[src/rtl/tief_pkg.sv]
`timescale 1ns / 1ps
// ----------------------------------------------------------------------------
// tief_pkg
// Shared types and constants of the terminal input escape filter.
// ----------------------------------------------------------------------------
package tief_pkg;

  localparam logic [7:0] ESC_BYTE = 8'h1b;

  // what the back end emits around the held bytes of one job
  typedef struct packed {
    logic       esc;
    logic       tail_valid;
    logic [7:0] tail_byte;
  } job_ctl_t;

endpackage

[src/rtl/tief_front.sv]
`timescale 1ns / 1ps
// ----------------------------------------------------------------------------
// tief_front
// Accepts input bytes, tracks the escape parser and the held bytes, and
// turns each byte into at most one emission job for the back end.
// ----------------------------------------------------------------------------
module tief_front #(
  parameter int HELD_N = 14,
  parameter int CW     = 4
) (
  input  logic                       clk_i,
  input  logic                       rst_ni,
  input  logic                       push_i,
  input  logic [7:0]                 data_byte_i,
  input  logic                       message_end_i,
  output logic                       full_o,
  input  logic                       q_full_i,
  output logic                       job_push_o,
  output tief_pkg::job_ctl_t         job_ctl_o,
  output logic [CW-1:0]              job_cnt_o,
  output logic [HELD_N-1:0][7:0]     job_held_o
);
  import tief_pkg::*;

  typedef enum logic [1:0] {
    MODE_IDLE,
    MODE_ESC,
    MODE_CSI,
    MODE_SS3
  } mode_e;

  mode_e                 mode_q, mode_d;
  logic [CW-1:0]         cnt_q, cnt_d;
  logic [HELD_N-1:0][7:0] held_q, held_d;

  logic          accept;
  logic          do_hold;
  logic          fail;
  logic          idle_path;
  logic [CW-1:0] emit_cnt;
  job_ctl_t      ctl;

  function automatic logic control_passes(logic [7:0] b);
    return b == 8'h09 || b == 8'h0a || b == 8'h0d || b == 8'h08 ||
           b == 8'h7f || b == 8'h03 || b == 8'h04 || b == 8'h1a;
  endfunction

  function automatic logic csi_param(logic [7:0] b);
    return (b >= 8'h30 && b <= 8'h39) || b == 8'h3b || b == 8'h3f || b == 8'h3a;
  endfunction

  function automatic logic csi_final(logic [7:0] b);
    return b == "A" || b == "B" || b == "C" || b == "D" || b == "F" ||
           b == "H" || b == "~";
  endfunction

  function automatic logic ss3_final(logic [7:0] b);
    return b == "A" || b == "B" || b == "C" || b == "D" || b == "F" ||
           b == "H" || b == "P" || b == "Q" || b == "R" || b == "S";
  endfunction

  assign full_o = q_full_i;
  assign accept = push_i && !q_full_i;

  always_comb begin
    mode_d         = mode_q;
    cnt_d          = cnt_q;
    do_hold        = 1'b0;
    fail           = 1'b0;
    idle_path      = 1'b0;
    emit_cnt       = '0;
    ctl.esc        = 1'b0;
    ctl.tail_valid = 1'b0;
    ctl.tail_byte  = data_byte_i;

    case (mode_q)
      MODE_IDLE: begin
        idle_path = 1'b1;
      end
      MODE_ESC: begin
        if (data_byte_i == "[") begin
          do_hold = 1'b1;
          cnt_d   = CW'(1);
          mode_d  = MODE_CSI;
        end else if (data_byte_i == "O") begin
          do_hold = 1'b1;
          cnt_d   = CW'(1);
          mode_d  = MODE_SS3;
        end else begin
          fail = 1'b1;
        end
      end
      MODE_CSI: begin
        if (csi_param(data_byte_i)) begin
          if (cnt_q < CW'(HELD_N)) begin
            do_hold = 1'b1;
            cnt_d   = cnt_q + CW'(1);
          end else begin
            fail = 1'b1;
          end
        end else if (csi_final(data_byte_i)) begin
          ctl.esc        = 1'b1;
          ctl.tail_valid = 1'b1;
          emit_cnt       = cnt_q;
          mode_d         = MODE_IDLE;
          cnt_d          = '0;
        end else begin
          fail = 1'b1;
        end
      end
      MODE_SS3: begin
        if (ss3_final(data_byte_i)) begin
          ctl.esc        = 1'b1;
          ctl.tail_valid = 1'b1;
          emit_cnt       = cnt_q;
          mode_d         = MODE_IDLE;
          cnt_d          = '0;
        end else begin
          fail = 1'b1;
        end
      end
      default: begin
        idle_path = 1'b1;
      end
    endcase

    if (fail) begin
      emit_cnt  = cnt_q;
      mode_d    = MODE_IDLE;
      cnt_d     = '0;
      idle_path = 1'b1;
    end

    if (idle_path) begin
      if (data_byte_i == ESC_BYTE) begin
        mode_d = MODE_ESC;
        cnt_d  = '0;
      end else if (data_byte_i >= 8'h20 || control_passes(data_byte_i)) begin
        ctl.tail_valid = 1'b1;
      end
    end

    // message end flushes whatever is still held, without the escape
    if (message_end_i && mode_d != MODE_IDLE) begin
      if (emit_cnt == '0) begin
        emit_cnt = cnt_d;
      end
      mode_d = MODE_IDLE;
      cnt_d  = '0;
    end
  end

  always_comb begin
    held_d = held_q;
    for (int i = 0; i < HELD_N; i++) begin
      if (do_hold && cnt_q == CW'(i)) begin
        held_d[i] = data_byte_i;
      end
    end
  end

  assign job_push_o = accept && (ctl.esc || ctl.tail_valid || emit_cnt != '0);
  assign job_ctl_o  = ctl;
  assign job_cnt_o  = emit_cnt;
  assign job_held_o = held_d;

  always_ff @(posedge clk_i or negedge rst_ni) begin
    if (!rst_ni) begin
      mode_q <= MODE_IDLE;
      cnt_q  <= '0;
    end else if (accept) begin
      mode_q <= mode_d;
      cnt_q  <= cnt_d;
    end
  end

  always_ff @(posedge clk_i) begin
    if (accept) begin
      held_q <= held_d;
    end
  end

endmodule

[src/rtl/tief_job_fifo.sv]
`timescale 1ns / 1ps
// ----------------------------------------------------------------------------
// tief_job_fifo
// Short job queue between the parser front end and the emitting back end.
// ----------------------------------------------------------------------------
module tief_job_fifo #(
  parameter int W     = 10,
  parameter int DEPTH = 2
) (
  input  logic         clk_i,
  input  logic         rst_ni,
  input  logic         wr_i,
  input  logic [W-1:0] wdata_i,
  output logic         full_o,
  input  logic         rd_i,
  output logic [W-1:0] rdata_o,
  output logic         valid_o
);

  localparam int AW = (DEPTH > 1) ? $clog2(DEPTH) : 1;
  localparam int NW = $clog2(DEPTH + 1);

  logic [W-1:0]  mem_q [DEPTH];
  logic [AW-1:0] wptr_q, wptr_d;
  logic [AW-1:0] rptr_q, rptr_d;
  logic [NW-1:0] num_q, num_d;
  logic          do_wr, do_rd;

  assign full_o  = num_q == NW'(DEPTH);
  assign valid_o = num_q != '0;
  assign do_wr   = wr_i && !full_o;
  assign do_rd   = rd_i && valid_o;
  assign rdata_o = mem_q[rptr_q];

  always_comb begin
    wptr_d = wptr_q;
    rptr_d = rptr_q;
    num_d  = num_q;
    if (do_wr) begin
      wptr_d = (wptr_q == AW'(DEPTH - 1)) ? '0 : wptr_q + AW'(1);
    end
    if (do_rd) begin
      rptr_d = (rptr_q == AW'(DEPTH - 1)) ? '0 : rptr_q + AW'(1);
    end
    if (do_wr && !do_rd) begin
      num_d = num_q + NW'(1);
    end else if (do_rd && !do_wr) begin
      num_d = num_q - NW'(1);
    end
  end

  always_ff @(posedge clk_i or negedge rst_ni) begin
    if (!rst_ni) begin
      wptr_q <= '0;
      rptr_q <= '0;
      num_q  <= '0;
    end else begin
      wptr_q <= wptr_d;
      rptr_q <= rptr_d;
      num_q  <= num_d;
    end
  end

  always_ff @(posedge clk_i) begin
    if (do_wr) begin
      mem_q[wptr_q] <= wdata_i;
    end
  end

endmodule

[src/rtl/tief_back.sv]
`timescale 1ns / 1ps
// ----------------------------------------------------------------------------
// tief_back
// Walks the head job one beat per cycle, unless the result stage is full and
// not popped: escape, held bytes, tail byte, into a registered result stage.
// ----------------------------------------------------------------------------
module tief_back #(
  parameter int HELD_N = 14,
  parameter int CW     = 4
) (
  input  logic                   clk_i,
  input  logic                   rst_ni,
  input  logic                   job_valid_i,
  input  tief_pkg::job_ctl_t     job_ctl_i,
  input  logic [CW-1:0]          job_cnt_i,
  input  logic [HELD_N-1:0][7:0] job_held_i,
  output logic                   job_pop_o,
  input  logic                   pop_i,
  output logic                   empty_o,
  output logic [7:0]             out_byte_o,
  output logic                   run_last_o
);
  import tief_pkg::*;

  localparam int PW = $clog2(HELD_N + 3);

  logic [PW-1:0] pos_q, pos_d;
  logic          out_valid_q, out_valid_d;
  logic [7:0]    out_byte_q;
  logic          out_last_q;

  logic [PW-1:0] total;
  logic [PW-1:0] k;
  logic          last_beat;
  logic          load;
  logic [7:0]    beat_byte;
  logic [7:0]    held_sel;

  assign total     = PW'(job_ctl_i.esc) + PW'(job_cnt_i) + PW'(job_ctl_i.tail_valid);
  assign last_beat = pos_q == total - PW'(1);
  assign k         = pos_q - PW'(job_ctl_i.esc);
  assign load      = job_valid_i && (!out_valid_q || pop_i);
  assign job_pop_o = load && last_beat;

  always_comb begin
    held_sel = '0;
    for (int i = 0; i < HELD_N; i++) begin
      if (k == PW'(i)) begin
        held_sel = job_held_i[i];
      end
    end
  end

  always_comb begin
    if (job_ctl_i.esc && pos_q == '0) begin
      beat_byte = ESC_BYTE;
    end else if (k < PW'(job_cnt_i)) begin
      beat_byte = held_sel;
    end else begin
      beat_byte = job_ctl_i.tail_byte;
    end
  end

  always_comb begin
    pos_d       = pos_q;
    out_valid_d = out_valid_q;
    if (load) begin
      out_valid_d = 1'b1;
      pos_d       = last_beat ? '0 : pos_q + PW'(1);
    end else if (pop_i && out_valid_q) begin
      out_valid_d = 1'b0;
    end
  end

  always_ff @(posedge clk_i or negedge rst_ni) begin
    if (!rst_ni) begin
      pos_q       <= '0;
      out_valid_q <= 1'b0;
    end else begin
      pos_q       <= pos_d;
      out_valid_q <= out_valid_d;
    end
  end

  always_ff @(posedge clk_i) begin
    if (load) begin
      out_byte_q <= beat_byte;
      out_last_q <= last_beat;
    end
  end

  assign empty_o    = !out_valid_q;
  assign out_byte_o = out_byte_q;
  assign run_last_o = out_last_q;

endmodule

[src/rtl/terminal_input_escape_filter_top.sv]
`timescale 1ns / 1ps
// ----------------------------------------------------------------------------
// terminal_input_escape_filter_top
// Keyboard byte sanitizer: passes printable and safe control bytes, holds
// escape sequences and emits only well formed CSI and SS3 sequences.
// The first result of a byte passes the job queue, then the result register.
// Throughput: one byte per cycle in and out while the queue has room and the
// receiver pops; a byte with more than one result holds the back end until
// its last result is loaded, and input stalls once the job queue fills.
// Reset: asynchronous, clears parser mode, held count and queues at once.
// ----------------------------------------------------------------------------
module terminal_input_escape_filter_top #(
  parameter int SEQ_DEPTH = 16,
  parameter int JOB_DEPTH = 2
) (
  input  logic       clk_i,
  input  logic       rst_ni,
  input  logic       push_i,
  output logic       full_o,
  input  logic [7:0] data_byte_i,
  input  logic       message_end_i,
  output logic       empty_o,
  input  logic       pop_i,
  output logic [7:0] out_byte_o,
  output logic       run_last_o
);
  import tief_pkg::*;

  localparam int HELD_N = SEQ_DEPTH - 2;
  localparam int CW     = $clog2(HELD_N + 1);
  localparam int CTL_W  = $bits(job_ctl_t);
  localparam int JW     = CTL_W + CW + 8 * HELD_N;

  logic                   q_full;
  logic                   job_push;
  job_ctl_t               wr_ctl;
  logic [CW-1:0]          wr_cnt;
  logic [HELD_N-1:0][7:0] wr_held;

  logic                   job_valid;
  logic                   job_pop;
  logic [JW-1:0]          rd_data;
  job_ctl_t               rd_ctl;
  logic [CW-1:0]          rd_cnt;
  logic [HELD_N-1:0][7:0] rd_held;

  tief_front #(
    .HELD_N (HELD_N),
    .CW     (CW)
  ) u_front (
    .clk_i         (clk_i),
    .rst_ni        (rst_ni),
    .push_i        (push_i),
    .data_byte_i   (data_byte_i),
    .message_end_i (message_end_i),
    .full_o        (full_o),
    .q_full_i      (q_full),
    .job_push_o    (job_push),
    .job_ctl_o     (wr_ctl),
    .job_cnt_o     (wr_cnt),
    .job_held_o    (wr_held)
  );

  tief_job_fifo #(
    .W     (JW),
    .DEPTH (JOB_DEPTH)
  ) u_job_fifo (
    .clk_i   (clk_i),
    .rst_ni  (rst_ni),
    .wr_i    (job_push),
    .wdata_i ({wr_ctl, wr_cnt, wr_held}),
    .full_o  (q_full),
    .rd_i    (job_pop),
    .rdata_o (rd_data),
    .valid_o (job_valid)
  );

  assign rd_ctl  = rd_data[JW-1 -: CTL_W];
  assign rd_cnt  = rd_data[8*HELD_N +: CW];
  assign rd_held = rd_data[8*HELD_N-1:0];

  tief_back #(
    .HELD_N (HELD_N),
    .CW     (CW)
  ) u_back (
    .clk_i       (clk_i),
    .rst_ni      (rst_ni),
    .job_valid_i (job_valid),
    .job_ctl_i   (rd_ctl),
    .job_cnt_i   (rd_cnt),
    .job_held_i  (rd_held),
    .job_pop_o   (job_pop),
    .pop_i       (pop_i),
    .empty_o     (empty_o),
    .out_byte_o  (out_byte_o),
    .run_last_o  (run_last_o)
  );

endmodule

[config.mk]
export PLATFORM = sky130hd
export DESIGN_NAME = terminal_input_escape_filter_top
export DESIGN_NICKNAME = d
export VERILOG_FILES = /design/src/rtl/tief_pkg.sv /design/src/rtl/tief_front.sv /design/src/rtl/tief_job_fifo.sv /design/src/rtl/tief_back.sv /design/src/rtl/terminal_input_escape_filter_top.sv
export SDC_FILE = /design/constraint.sdc
export NUM_CORES = 1
export LEC_CHECK = 0
export BUFFER_PORTS_ARGS = -buffer_cell sky130_fd_sc_hd__buf_2
export CAP_MARGIN = 10
export CORE_MARGIN = 3
export CORE_UTILIZATION = 35
export DETAILED_ROUTE_END_ITERATION = 12
export REMOVE_ABC_BUFFERS = 1
export SLEW_MARGIN = 20
export SYNTH_ARGS = -nofsm -noshare
export SYNTH_HDL_FRONTEND = slang
export SYNTH_HIERARCHICAL = 1
export SYNTH_SLANG_ARGS = --single-unit
[constraint.sdc]
create_clock -name clk_i -period 13.98 [get_ports clk_i]
set_input_delay 1.398 -clock clk_i [delete_from_list [all_inputs] [get_ports clk_i]]
set_output_delay 1.398 -clock clk_i [all_outputs]
set_load 0.02 [all_outputs]
==> flow_metrics.tcl <==
set metrics [dict create \
    cts_resized 0 \
    synth.most_common_cell "edfxtp_1" \
    cap_violations 0 \
    post_cts_buffers 0 \
    internal_power_mw 2.926 \
    clk_latency_ns 0.55 \
    core.rowCount 82 \
    netlist_top_cells_area "edfxtp_1, mux2_2, mux2_4" \
    setup_tns_ns 0 \
    syn_area_sq_mm 0.01792 \
    drc 0 \
    num_vias 10190 \
    worst_pin_slew_ns 1.099 \
    core-area_sq_mm 0.05038 \
    fin_crit_ns 5.701 \
    sw_frac_of_total_pct 36.53 \
    power.switching_mw 1.684 \
    drt_iter0_markers 944 \
    final_nets 1227 \
    hpwl_mm 26.13 \
    area_growth_pct 11.01 \
    vias_per_cell 5.371 \
    synth_top_area_share_pct 62.52 \
    cts_max_level 2 \
    drive_above_1_share_pct 27.02 \
    ir_drop_mv 0.09419 \
    avgSynthCellArea_sq_um 15.18 \
    antenna_found_initial 0 \
    r2r_start "u_job_fifo/rptr_q" \
    status "finished, final reports clean" \
    rsz0062_at_grt "false" \
    wirelength_mm 42.47 \
    layout.cells.non_filler 1897 \
    diodes 0 \
    grt_pass1_wl_mm 63.41 \
    cts_root_buf "clkbuf_16" \
    die_w_um 232.3 \
    synth_edf_count 373 \
    synth-async-reset-ratio_pct 4.113 \
    p_leak_nw 6.711 \
    place_inst 1821 \
    period_share_pct 40.78 \
    ioPinCount 24 \
    setup_viol 0 \
    start_kind "primary input" \
    die_y_um 232.3 \
    grt.overflow.total 0 \
    cts_tree "done" \
    ant_nets 0 \
    power_frac_clock_pct 22.4 \
    grt_pass1_vias 10050 \
    p_seq_share_pct 39.5 \
    synth_cell_types 92 \
    cts_max_path_buffers 3 \
    start_util_pct 35.56 \
    synth_ff_type "edfxtp_1" \
    synth_cells 1180 \
    yosys.area.top_type "edfxtp_1" \
    power_frac_comb_pct 38.1 \
    grt_max_degree 72 \
    clk_pin_slew_ns 0.06 \
    cp.arrival_ns 5.87 \
    maxSlewViolCount 0 \
    globalplace.congestion 0.8439 \
    hp-class "flip-flop to flip-flop" \
    hold_violations 0 \
    yosys_warnings 6 \
    dr.pass1.iters 7 \
    fin_skew_ns 0.02000 \
    portBuffers 23 \
    worstHoldStart "u_job_fifo/num_q[1]" \
    seq_area_frac_synth_pct 64.75 \
    ys_top_cells_by_count "edfxtp_1, mux2_2, nand2_1" \
    fmax_mhz 175.4 \
    ys_ff_latch 389 \
    hold_buffers 0 \
    p_per_area_mw_per_mm2 231.8 \
    die_area_sq_mm 0.05394 \
    endpoint_kind "flip-flop" \
    cp_max_fo 71 \
    cts.sinks 389 \
    numCtsBuffers 41 \
    cp-startpoint "data_byte_i[1]" \
    critPathKind "primary input to flip-flop" \
    required_ns 14.15 \
    wl_per_cell_um 22.39 \
    maxSlewHeadroom_pct 26.74 \
    grtUsageTotal_pct 15.44 \
]
==> logic make-up after synthesis <==
family | after synthesis | share of synthesized area, %
muxes | 231 | 15.34
AOI/OAI and AO/OA | 192 | 7.927
buffers and inverters | 100 | 2.828
xor gates and xnor gates | 17 | 0.8730
adders and majority gates | 22 | 1.578
and+or+nand+nor | 229 | 6.704
DFF | 389 | 64.75
==> area by class of cell <==
| type | instances | area (sq um) |
|---|---|---|
| Clock buffer | 51 | 1064 |
| Clock inverter | 25 | 198.9 |
| Fill cell | 4592 | 30490 |
| Inverter | 31 | 118.9 |
| Multi-Input combinational cell | 691 | 5821 |
| Sequential cell | 389 | 11600 |
| Tap cell | 672 | 840.8 |
| Timing Repair Buffer | 38 | 240.2 |
==> cells in the final DEF (no fill, tap or decap), types with 8 or more instances in the layout <==
cell and n:
clkbuf_16 41, inv_1 29, a21oi_1 25, edfxtp_1 373, mux2_4 30, mux2i_1 11, nand2_1 66, o21ai_0 42
mux2_1 21, mux2_2 164, o22ai_1 8, a32o_1 8, clkinv_1 9, dfrtp_1 15, nand3_1 18, a22oi_1 11
nor2b_1 11, xnor2_1 12, o31ai_1 8, and2_1 22, clkinv_2 8, nand2b_1 19, clkbuf_1 10, nor3_1 17
buf_4 14, ha_1 21, nor2_1 35, buf_2 23
==> critical path, cell delays in order <==
cell,delay (ns)
buf_2,0.42
nand2_1,0.13
a311oi_2,0.46
o21a_1,0.26
inv_1,0.08
o41a_1,0.42
nor3_1,0.37
nor4_1,0.12
o21ai_1,0.21
nand2_1,0.17
nor2_4,0.10
buf_4,0.82
buf_4,0.79
==> final timing paths <==
path,to,slack (ns),cells after the start
worst max-delay path,u_job_fifo/mem_q[0][68],8.28,13
worst min-delay path,u_job_fifo/num_q[1],0.49,1
worst max register to register,u_back/out_byte_o[7],8.98,10
worst min register to register,u_job_fifo/num_q[1],0.49,1
max in group asynchronous,u_job_fifo/rptr_q,12.89,1
min in group asynchronous,u_back/pos_q[1],0.77,1
==> stage by stage <==
stage / power [mW] / cell area (sq um) / util [%] / hold WS (ns) / setup WS, ns
6_report: 4.611 / 19890 / 39.48 / 0.4891 / 8.279
5_1_grt: 4.844 / 19890 / 39.48 / 0.5056 / 7.937
4_1_cts: 4.643 / 19890 / 39.48 / 0.4922 / 8.232
3_5_place_dp: 3.598 / 18630 / 36.97 / 0.4798 / 7.668
3_3_place_gp: 3.578 / 18610 / 36.93 / 0.4807 / 7.702
2_1_floorplan: 3.038 / 17530 / - / 0.4559 / 3.673
==> routing by layer <==
metal  GRT usage [%]  routed length [um]
met2           23.99               19500
met4           4.028                 859
met3           2.441                2222
met1           22.53               19890
met5               0                   0
==> sequential cells by signal (all words and copies together), names as in the netlist <==
register and count:
u_back/out_byte_o 8, u_back/run_last_o 1, u_back/pos_q 5, u_front/mode_q 2, u_job_fifo/num_q 2, u_job_fifo/wptr_q 1
u_job_fifo/mem_q 252, u_job_fifo/rptr_q 1, u_front/held_q 112, u_back/out_valid_q 1, u_front/cnt_q 4
==> power by group through the flow <==
stage                     clock [mW]  combinational [mW]  sequential, mW
after CTS                       1.06                1.76            1.82
after global placement             0                1.74            1.84
after floorplan                    0                1.15            1.89
after global routing            1.11                1.89            1.85
after detailed placement           0                1.75            1.85
final                           1.03                1.76            1.82
No activity file was read; power rests on OpenSTA's default activity.
